[config.mk]
export PLATFORM = sky130hd
export DESIGN_NAME = quadrature_partial_accumulator
export DESIGN_NICKNAME = d
export VERILOG_FILES = /design/src/rtl/core/qpa_pkg.sv /design/src/rtl/core/qpa_sequencer.sv /design/src/rtl/core/qpa_datapath.sv /design/src/rtl/core/quadrature_partial_accumulator.sv
export SDC_FILE = /design/constraint.sdc
export NUM_CORES = 2
export LEC_CHECK = 0
export BUFFER_PORTS_ARGS = -buffer_cell sky130_fd_sc_hd__clkbuf_2
export CAP_MARGIN = 30
export CELL_PAD_IN_SITES_DETAIL_PLACEMENT = 0
export CELL_PAD_IN_SITES_GLOBAL_PLACEMENT = 2
export CORE_ASPECT_RATIO = 1.1
export CORE_MARGIN = 2
export CORE_UTILIZATION = 30
export DETAILED_ROUTE_END_ITERATION = 8
export PLACE_DENSITY = 0.78
export SYNTH_ARGS = -nofsm -noshare
export SYNTH_HDL_FRONTEND = slang
export SYNTH_SLANG_ARGS = --single-unit
[constraint.sdc]
create_clock -name clock -period 9.6 [get_ports clock]
set_clock_uncertainty 0.15 [all_clocks]
set_input_delay 1.92 -clock clock [delete_from_list [all_inputs] [get_ports clock]]
set_output_delay 1.92 -clock clock [all_outputs]
set_load 0.01 [all_outputs]
[src/rtl/core/qpa_pkg.sv]
`default_nettype none

package qpa_pkg;

   localparam int STEP_BITS   = 3;
   localparam int CSR_INDEX_BITS = 4;

   localparam logic [CSR_INDEX_BITS-1:0] CSR_COS_STEP       = 4'd0;
   localparam logic [CSR_INDEX_BITS-1:0] CSR_SIN_STEP       = 4'd1;
   localparam logic [CSR_INDEX_BITS-1:0] CSR_GAIN_STEP      = 4'd2;
   localparam logic [CSR_INDEX_BITS-1:0] CSR_PAN_LEFT       = 4'd3;
   localparam logic [CSR_INDEX_BITS-1:0] CSR_PAN_RIGHT      = 4'd4;
   localparam logic [CSR_INDEX_BITS-1:0] CSR_START_COS_PART = 4'd5;
   localparam logic [CSR_INDEX_BITS-1:0] CSR_START_SIN_PART = 4'd6;
   localparam logic [CSR_INDEX_BITS-1:0] CSR_START_GAIN     = 4'd7;

   typedef struct packed {
      logic signed [31:0] left_in;
      logic signed [31:0] right_in;
      logic               restart;
      logic               block_end;
   } req_type;

   typedef struct packed {
      logic signed [31:0] left_out;
      logic signed [31:0] right_out;
      logic signed [31:0] phase_cos_now;
      logic signed [31:0] phase_sin_now;
      logic signed [31:0] gain_now;
      logic               last_out;
   } rsp_type;

   typedef struct packed {
      logic signed [31:0] cos_step;
      logic signed [31:0] sin_step;
      logic signed [31:0] gain_step;
      logic signed [31:0] pan_left;
      logic signed [31:0] pan_right;
      logic signed [31:0] start_cos_part;
      logic signed [31:0] start_sin_part;
      logic signed [31:0] start_gain;
   } cfg_type;

   typedef enum logic [1:0] {
      OPA_GAIN,
      OPA_V,
      OPA_COS,
      OPA_SIN
   } opa_type;

   typedef enum logic [2:0] {
      OPB_SIN,
      OPB_PAN_LEFT,
      OPB_PAN_RIGHT,
      OPB_COS_STEP,
      OPB_SIN_STEP
   } opb_type;

   typedef enum logic [2:0] {
      ACC_NONE,
      ACC_NCOS_SET,
      ACC_V_SET,
      ACC_NCOS_SUB,
      ACC_LEFT_ADD,
      ACC_RIGHT_ADD,
      ACC_NSIN_SET
   } acc_type;

   typedef enum logic {
      JMP_NEXT,
      JMP_DONE_WHEN_FREE
   } jmp_type;

   typedef struct packed {
      logic    mul_en;
      opa_type mul_a;
      opb_type mul_b;
      acc_type acc_op;
      logic    gain_add;
      logic    commit;
      jmp_type jmp;
   } ucode_type;

   typedef struct packed {
      logic      active;
      logic      fire;
      ucode_type word;
   } ctrl_type;

   // steps 0 to 6 each issue one product; steps 1 to 7 each retire the one issued a step earlier
   function automatic ucode_type ucode_rom(input logic [STEP_BITS-1:0] addr);
      ucode_type w;
      w = '{mul_en: 1'b0, mul_a: OPA_GAIN, mul_b: OPB_SIN, acc_op: ACC_NONE,
            gain_add: 1'b0, commit: 1'b0, jmp: JMP_NEXT};
      case (addr)
         3'd0: begin
            w.mul_en = 1'b1; w.mul_a = OPA_COS; w.mul_b = OPB_COS_STEP;
            w.gain_add = 1'b1;
         end
         3'd1: begin
            w.mul_en = 1'b1; w.mul_a = OPA_GAIN; w.mul_b = OPB_SIN;
            w.acc_op = ACC_NCOS_SET;
         end
         3'd2: begin
            w.mul_en = 1'b1; w.mul_a = OPA_SIN; w.mul_b = OPB_SIN_STEP;
            w.acc_op = ACC_V_SET;
         end
         3'd3: begin
            w.mul_en = 1'b1; w.mul_a = OPA_V; w.mul_b = OPB_PAN_LEFT;
            w.acc_op = ACC_NCOS_SUB;
         end
         3'd4: begin
            w.mul_en = 1'b1; w.mul_a = OPA_V; w.mul_b = OPB_PAN_RIGHT;
            w.acc_op = ACC_LEFT_ADD;
         end
         3'd5: begin
            w.mul_en = 1'b1; w.mul_a = OPA_COS; w.mul_b = OPB_SIN_STEP;
            w.acc_op = ACC_RIGHT_ADD;
         end
         3'd6: begin
            w.mul_en = 1'b1; w.mul_a = OPA_SIN; w.mul_b = OPB_COS_STEP;
            w.acc_op = ACC_NSIN_SET;
         end
         3'd7: begin
            w.commit = 1'b1; w.jmp = JMP_DONE_WHEN_FREE;
         end
         default: begin
            w.jmp = JMP_DONE_WHEN_FREE;
         end
      endcase
      return w;
   endfunction

endpackage

`default_nettype wire

[src/rtl/core/qpa_sequencer.sv]
`default_nettype none

module qpa_sequencer (
   input  wire logic             clock,
   input  wire logic             reset,
   input  wire logic             accept,
   input  wire logic             out_hold,
   output logic                  busy,
   output qpa_pkg::ctrl_type     ctrl
);

   logic                           busy_ff, busy_in;
   logic [qpa_pkg::STEP_BITS-1:0]  step_ff, step_in;
   qpa_pkg::ucode_type             word;

   always_comb begin
      word = qpa_pkg::ucode_rom(step_ff);
   end

   always_comb begin
      ctrl.active = busy_ff;
      ctrl.word   = busy_ff ? word : '0;
      ctrl.fire   = busy_ff && word.commit && !out_hold;
   end

   always_comb begin
      busy_in = busy_ff;
      step_in = step_ff;
      if (accept) begin
         busy_in = 1'b1;
         step_in = '0;
      end else if (busy_ff) begin
         case (word.jmp)
            qpa_pkg::JMP_NEXT: begin
               step_in = step_ff + 1'b1;
            end
            qpa_pkg::JMP_DONE_WHEN_FREE: begin
               if (!out_hold) begin
                  busy_in = 1'b0;
               end
            end
            default: begin
               busy_in = 1'b0;
            end
         endcase
      end
   end

   always_ff @(posedge clock) begin
      if (reset) begin
         busy_ff <= 1'b0;
         step_ff <= '0;
      end else begin
         busy_ff <= busy_in;
         step_ff <= step_in;
      end
   end

   assign busy = busy_ff;

   a_accept_starts: assert property (@(posedge clock) disable iff (reset)
      accept |=> (busy_ff && step_ff == '0))
      else $error("request accepted but program did not start at step zero");

   a_fire_ends: assert property (@(posedge clock) disable iff (reset)
      ctrl.fire |=> !busy_ff)
      else $error("sequencer still busy after result commit");

   a_no_accept_busy: assert property (@(posedge clock) disable iff (reset)
      busy_ff |-> !accept)
      else $error("request accepted while program running");

endmodule

`default_nettype wire

[src/rtl/core/qpa_datapath.sv]
`default_nettype none

module qpa_datapath #(
   parameter int SAMPLE_BITS = 32
) (
   input  wire logic              clock,
   input  wire logic              reset,
   input  wire logic              accept,
   input  wire qpa_pkg::req_type  req,
   input  wire qpa_pkg::cfg_type  cfg,
   input  wire qpa_pkg::ctrl_type ctrl,
   output qpa_pkg::rsp_type       result
);

   localparam int MIX_BITS = (SAMPLE_BITS > 32) ? 32 : SAMPLE_BITS;
   localparam logic signed [32:0] MIX_HI = (33'sd1 <<< (MIX_BITS - 1)) - 33'sd1;
   localparam logic signed [32:0] MIX_LO = -MIX_HI - 33'sd1;
   localparam logic signed [33:0] SAT_HI = 34'sd2147483647;
   localparam logic signed [33:0] SAT_LO = -SAT_HI - 34'sd1;
   localparam logic signed [63:0] RND_HALF = 64'sd536870912;

   function automatic logic signed [31:0] sat32(input logic signed [33:0] v);
      logic signed [31:0] r;
      if (v > SAT_HI) begin
         r = SAT_HI[31:0];
      end else if (v < SAT_LO) begin
         r = SAT_LO[31:0];
      end else begin
         r = v[31:0];
      end
      return r;
   endfunction

   function automatic logic signed [31:0] sat_mix(input logic signed [32:0] v);
      logic signed [31:0] r;
      if (v > MIX_HI) begin
         r = MIX_HI[31:0];
      end else if (v < MIX_LO) begin
         r = MIX_LO[31:0];
      end else begin
         r = v[31:0];
      end
      return r;
   endfunction

   logic signed [31:0] cos_ff, cos_in, sin_ff, sin_in, gain_ff, gain_in;
   logic signed [31:0] v_ff, v_in, ncos_ff, ncos_in, nsin_ff, nsin_in;
   logic signed [31:0] left_ff, left_in, right_ff, right_in;
   logic               last_ff, last_in;
   logic signed [63:0] prod_ff, prod_in;

   logic signed [31:0] op_a, op_b, rnd, gain_sum, ncos_sub, nsin_add;
   logic signed [31:0] left_sum, right_sum;
   logic signed [63:0] rnd_sum;

   always_comb begin
      case (ctrl.word.mul_a)
         qpa_pkg::OPA_GAIN: op_a = gain_ff;
         qpa_pkg::OPA_V:    op_a = v_ff;
         qpa_pkg::OPA_COS:  op_a = cos_ff;
         qpa_pkg::OPA_SIN:  op_a = sin_ff;
         default:           op_a = gain_ff;
      endcase
      case (ctrl.word.mul_b)
         qpa_pkg::OPB_SIN:       op_b = sin_ff;
         qpa_pkg::OPB_PAN_LEFT:  op_b = cfg.pan_left;
         qpa_pkg::OPB_PAN_RIGHT: op_b = cfg.pan_right;
         qpa_pkg::OPB_COS_STEP:  op_b = cfg.cos_step;
         qpa_pkg::OPB_SIN_STEP:  op_b = cfg.sin_step;
         default:                op_b = sin_ff;
      endcase
   end

   // round half up at bit 30, then saturate; the gain, phasor and mix sums saturate too
   always_comb begin
      rnd_sum   = prod_ff + RND_HALF;
      rnd       = sat32($signed(rnd_sum[63:30]));
      gain_sum  = sat32(34'(gain_ff) + 34'(cfg.gain_step));
      ncos_sub  = sat32(34'(ncos_ff) - 34'(rnd));
      nsin_add  = sat32(34'(nsin_ff) + 34'(rnd));
      left_sum  = sat_mix(33'(left_ff) + 33'(rnd));
      right_sum = sat_mix(33'(right_ff) + 33'(rnd));
   end

   always_comb begin
      cos_in   = cos_ff;
      sin_in   = sin_ff;
      gain_in  = gain_ff;
      v_in     = v_ff;
      ncos_in  = ncos_ff;
      nsin_in  = nsin_ff;
      left_in  = left_ff;
      right_in = right_ff;
      last_in  = last_ff;
      prod_in  = prod_ff;
      if (accept) begin
         left_in  = req.left_in;
         right_in = req.right_in;
         last_in  = req.block_end;
         if (req.restart) begin
            cos_in  = cfg.start_cos_part;
            sin_in  = cfg.start_sin_part;
            gain_in = cfg.start_gain;
         end
      end
      if (ctrl.active) begin
         if (ctrl.word.gain_add) begin
            gain_in = gain_sum;
         end
         if (ctrl.word.mul_en) begin
            prod_in = 64'(op_a) * 64'(op_b);
         end
         case (ctrl.word.acc_op)
            qpa_pkg::ACC_NCOS_SET:  ncos_in  = rnd;
            qpa_pkg::ACC_V_SET:     v_in     = rnd;
            qpa_pkg::ACC_NCOS_SUB:  ncos_in  = ncos_sub;
            qpa_pkg::ACC_LEFT_ADD:  left_in  = left_sum;
            qpa_pkg::ACC_RIGHT_ADD: right_in = right_sum;
            qpa_pkg::ACC_NSIN_SET:  nsin_in  = rnd;
            default: begin
            end
         endcase
      end
      if (ctrl.fire) begin
         cos_in = ncos_ff;
         sin_in = nsin_add;
      end
   end

   always_ff @(posedge clock) begin
      if (reset) begin
         cos_ff  <= '0;
         sin_ff  <= '0;
         gain_ff <= '0;
      end else begin
         cos_ff  <= cos_in;
         sin_ff  <= sin_in;
         gain_ff <= gain_in;
      end
   end

   always_ff @(posedge clock) begin
      v_ff     <= v_in;
      ncos_ff  <= ncos_in;
      nsin_ff  <= nsin_in;
      left_ff  <= left_in;
      right_ff <= right_in;
      last_ff  <= last_in;
      prod_ff  <= prod_in;
   end

   always_comb begin
      result.left_out      = left_ff;
      result.right_out     = right_ff;
      result.phase_cos_now = ncos_ff;
      result.phase_sin_now = nsin_add;
      result.gain_now      = gain_ff;
      result.last_out      = last_ff;
   end

endmodule

`default_nettype wire

[src/rtl/core/quadrature_partial_accumulator.sv]
// One sinusoidal partial from a recursive quadrature phasor, panned into a stereo mix.
// Each request carries the left and right mix samples; the response returns the mixed
// samples, the rotated phasor and the stepped gain. A single 32x32 multiplier is shared
// by the seven products of a frame under a microcode program of eight steps, so a new
// request is taken only once the program has ended; req_stall stays high while the program
// runs. The response sits in an output register; if the last one has not been taken, the
// last step waits until it is. Mix sums saturate to min(SAMPLE_BITS, 32) bits.
`default_nettype none

module quadrature_partial_accumulator #(
   parameter int SAMPLE_BITS = 32
) (
   input  wire logic                                  clock,
   input  wire logic                                  reset,
   input  wire logic                                  req_valid,
   output logic                                       req_stall,
   input  wire qpa_pkg::req_type                      req_data,
   output logic                                       rsp_valid,
   input  wire logic                                  rsp_stall,
   output qpa_pkg::rsp_type                           rsp_data,
   input  wire logic                                  csr_valid,
   output logic                                       csr_ready,
   input  wire logic [qpa_pkg::CSR_INDEX_BITS-1:0]    csr_index,
   input  wire logic [31:0]                           csr_wdata
);

   qpa_pkg::cfg_type  cfg_ff, cfg_in;
   qpa_pkg::ctrl_type ctrl;
   qpa_pkg::rsp_type  result;
   qpa_pkg::rsp_type  rsp_ff, rsp_in;
   logic              rsp_valid_ff, rsp_valid_in;
   logic              busy, accept, out_hold;

   assign csr_ready = 1'b1;
   assign req_stall = busy;
   assign accept    = req_valid && !busy;
   assign out_hold  = rsp_valid_ff && rsp_stall;

   always_comb begin
      cfg_in = cfg_ff;
      if (csr_valid && csr_ready) begin
         case (csr_index)
            qpa_pkg::CSR_COS_STEP:       cfg_in.cos_step       = csr_wdata;
            qpa_pkg::CSR_SIN_STEP:       cfg_in.sin_step       = csr_wdata;
            qpa_pkg::CSR_GAIN_STEP:      cfg_in.gain_step      = csr_wdata;
            qpa_pkg::CSR_PAN_LEFT:       cfg_in.pan_left       = csr_wdata;
            qpa_pkg::CSR_PAN_RIGHT:      cfg_in.pan_right      = csr_wdata;
            qpa_pkg::CSR_START_COS_PART: cfg_in.start_cos_part = csr_wdata;
            qpa_pkg::CSR_START_SIN_PART: cfg_in.start_sin_part = csr_wdata;
            qpa_pkg::CSR_START_GAIN:     cfg_in.start_gain     = csr_wdata;
            default: begin
            end
         endcase
      end
   end

   always_ff @(posedge clock) begin
      if (reset) begin
         cfg_ff.cos_step       <= 32'sh4000_0000;
         cfg_ff.sin_step       <= '0;
         cfg_ff.gain_step      <= '0;
         cfg_ff.pan_left       <= '0;
         cfg_ff.pan_right      <= '0;
         cfg_ff.start_cos_part <= 32'sh4000_0000;
         cfg_ff.start_sin_part <= '0;
         cfg_ff.start_gain     <= '0;
      end else begin
         cfg_ff <= cfg_in;
      end
   end

   qpa_sequencer u_sequencer (
      .clock    (clock),
      .reset    (reset),
      .accept   (accept),
      .out_hold (out_hold),
      .busy     (busy),
      .ctrl     (ctrl)
   );

   qpa_datapath #(
      .SAMPLE_BITS (SAMPLE_BITS)
   ) u_datapath (
      .clock  (clock),
      .reset  (reset),
      .accept (accept),
      .req    (req_data),
      .cfg    (cfg_ff),
      .ctrl   (ctrl),
      .result (result)
   );

   // response register
   always_comb begin
      rsp_valid_in = rsp_valid_ff;
      rsp_in       = rsp_ff;
      if (ctrl.fire) begin
         rsp_valid_in = 1'b1;
         rsp_in       = result;
      end else if (!rsp_stall) begin
         rsp_valid_in = 1'b0;
      end
   end

   always_ff @(posedge clock) begin
      if (reset) begin
         rsp_valid_ff <= 1'b0;
      end else begin
         rsp_valid_ff <= rsp_valid_in;
      end
   end

   always_ff @(posedge clock) begin
      rsp_ff <= rsp_in;
   end

   assign rsp_valid = rsp_valid_ff;
   assign rsp_data  = rsp_ff;

   a_fire_loads_rsp: assert property (@(posedge clock) disable iff (reset)
      ctrl.fire |=> rsp_valid_ff)
      else $error("committed result not presented");

   a_no_overwrite: assert property (@(posedge clock) disable iff (reset)
      ctrl.fire |-> !(rsp_valid_ff && rsp_stall))
      else $error("result committed over a held response");

   a_held_rsp_stable: assert property (@(posedge clock) disable iff (reset)
      (rsp_valid_ff && rsp_stall) |=> (rsp_valid_ff && $stable(rsp_ff)))
      else $error("held response changed");

endmodule

`default_nettype wire
==> reports/qor.txt <==
status = finished, violations left
violations in the final reports = setup timing
post-synthesis mux area share = 1.35%
Clock H-tree levels = 3
post-synthesis sequential element count = 714
via count = 60,013
Worst Setup End Kind = flop
syn_area_per_cell = 9.13 um2
per-cell via count in the routed design = 5.14
antenna violations before repair = 17
fraction of synthesis flops using an asynchronous set or reset pin = 0%
global routing's busiest layer = met2
count of hold-fix buffers inserted at cts = 0
transition at the pin with the smallest max-transition slack = 1.10 ns
met1 Resource Use GR = 31.4%
FF-to-FF path depth = 33
area of the multi-input gates = 50,100 um2
total gr overflow = 0
Placer Congestion = 0.961
Total GRT Usage = 23.8%
Max Clk Rate = 101 MHz
buffer levels on the longest clock path = 3
most common cell in the synthesized netlist = nand2_1
dominant combinational cell family by area after synthesis = adder cells
number of buffer cells added on primary ports = 269
area fraction in compound gates after synthesis = 12.8%
largest driver fanout on the critical path = 11
Post-synth EDFFs = 293
horizontal die dimension = 469 um
Root Driver = clkbuf_16
hold path cells = 0
vias in the first global route = 62,048
fillcell total = 24,145
mapped cell area = 71,400 um2
Die Y-Extent = 516 um
Startpoint Class = flop
number of standard cells after synthesis = 7,815
pin count of the biggest net entering global routing = 163
Final nets = 10,018
global-route wire length before repair = 424,000 um
number of I/O pins = 271
Largest stage delay, worst path = 0.56 ns
detailed router's first-iteration violation count = 4,945
Syn. warnings = 0
hold crit path type = reg2reg
sequential cell area = 17,200 um2
clock period minus final worst setup slack = 9.92 ns
unrepaired setup endpoints after global routing = true
post-synth net total = 9,354
Synth Area in Simple Gates = 14.5%
CTS buffer count = 78
sequential fraction of the synthesis area = 24.1%
Site Rows = 187
startpoint-to-endpoint class of the critical path = reg2reg
slowest CP cell = or4_4
register-to-register path setup slack = -0.32 ns
share of the clock period used by the worst path = 103%
leading post-synthesis cells by cell area = fa_1 30%, edfxtp_1 12%, dfxtp_1 12%, nand2_1 6.9%, ha_1 6.1%
length of the first detailed-routing pass in iterations = 6
die area = 242,000 um2
portion of synthesized cell area occupied by the leading cell type = 30.5%
relative slew slack = 26.1%
DRC violations left = 0
CP Data Required Time = 9.88 ns
CTS sink count = 714
most prevalent standard cell on the critical path = fa_1
critical path data arrival time = 10.21 ns
maximum capacitance violations = 0
total length of routed wires = 289,000 um
Setup violations, final = 12
post-synthesis xor/xnor area fraction = 2.53%
post-detailed-placement half-perimeter wirelength = 231,000 um
Avg WL per Cell = 24.7 um
cell taking the most area after synthesis = fa_1
clock latency of the later-clocked register in the worst-skew pair = 0.73 ns
clock slew at the register clock pins of the worst setup and hold paths = 0.07 ns
max-slew violation count = 0
Primary FF master, synth = dfxtp_1
leading post-synthesis cells by instance count = 1,308 x nand2_1, 1,086 x fa_1, 1,038 x inv_1
global routing usage on met3 = 4.10%
number of failing hold endpoints at the final stage = 0
clock tree from TritonCTS = yes
Initial Util = 30.2%
synthesis-to-layout area growth = 20.9%
ratio of cells with drive above 1 in the final layout = 17.2%
number of different library cells in the post-synthesis netlist = 87
Global Route met2 Usage = 37.6%
minimum setup slack in the final design = -0.324 ns
worst slack on hold paths = 0.278 ns
Adder-Cell Fraction of Synth Area = 36.8%
CORE AREA = 236,000 um2
post-route ant nets = 0
## flip-flops by register name, summed over array words and instances, names as in the netlist
register,flops
u_datapath.v_ff,32
cfg_ff,256
u_datapath.ncos_ff,32
u_datapath.last_ff,1
u_datapath.nsin_ff,32
rsp_data,161
u_datapath.gain_ff,32
u_datapath.right_ff,32
u_datapath.cos_ff,32
u_sequencer.step_ff,3
u_datapath.prod_ff,35
u_sequencer.busy,1
u_datapath.sin_ff,32
rsp_valid,1
u_datapath.left_ff,32
## metal layers
metal | vias to the layer above | wire length (um)
li1 | 26761 | -
met1 | 30654 | 122000
met2 | 2092 | 130000
met3 | 492 | 20000
met4 | 14 | 16800
met5 | - | 89
## area by class of cell
cell class | count | area share [%]
Multi-Input combinational cell | 5614 | 58.0
Sequential cell | 714 | 20.0
Timing Repair Buffer | 1032 | 9.82
Inverter | 1039 | 4.53
Tap cell | 3118 | 4.52
Clock buffer | 107 | 2.54
Clock inverter | 36 | 0.536
Antenna cell | 12 | 0.0348
## cell usage in the layout, fill, tap and decap left out, types with 82 or more instances in the layout
master / synthesis / final
ha_1: 346 / 323
dfxtp_1: 421 / 417
a21o_1: 128 / 128
clkbuf_2: 30 / 268
buf_12: 0 / 85
nor2_1: 691 / 668
xor2_1: 90 / 88
a22oi_1: 91 / 89
edfxtp_1: 293 / 293
xnor2_1: 116 / 113
inv_1: 1038 / 1025
buf_4: 1 / 618
a21oi_1: 529 / 497
o21ai_0: 144 / 122
mux2i_1: 95 / 95
nand2_1: 1308 / 1292
fa_1: 1086 / 1070
clkbuf_16: 0 / 82
## final timing paths
check / start / to
worst max register to register: u_sequencer.step_ff[0] / u_datapath.prod_ff[56]
worst max-delay path: u_sequencer.step_ff[0] / u_datapath.prod_ff[56]
worst min register to register: u_datapath.last_ff / rsp_data[0]
worst min-delay path: u_datapath.last_ff / rsp_data[0]
## logic make-up after synthesis
group	after synthesis
and+or+nand+nor	2451
buffers and inverters	1488
adders and majority gates	1450
AOI/OAI and AO/OA	1409
DFF	714
xor gates and xnor gates	206
muxes	96
other	1
## worst max-delay path: cells and delay by family (launching register included)
kind	cells	cell delay, ns
AO/OA/AOI/OAI	8	1.87
XOR/XNOR	1	0.13
adder cells (fa/ha/maj)	10	4.37
buffers and inverters	9	1.21
flip-flops	1	0.36
AND/OR/NAND/NOR	5	1.55
## stage by stage
stage	setup WS [ns]	utilization, %	area [um2]	cells	setup TNS (ns)
floorplan	-0.0282	-	71900	7815	-0.0282
global placement	-0.772	34.6	81800	11472	-11.87
detailed placement	-0.774	34.6	81900	11477	-13.02
CTS	-0.333	36.2	85500	11644	-1.74
global route	-0.551	36.5	86300	11661	-7.01
finish	-0.324	36.5	86300	11672	-2.14
## repair_timing
action / 4_1_cts / 5_1_grt
resized for setup: 171 / 125
buffers inserted: 22 / 18
setup endpoints to repair: 32 / 29
cloned: 3 / 1
pin swaps: 27 / 61
Power is not shown: default switching activity piles up to over one toggle a cycle in this logic, so the estimate is an artifact.
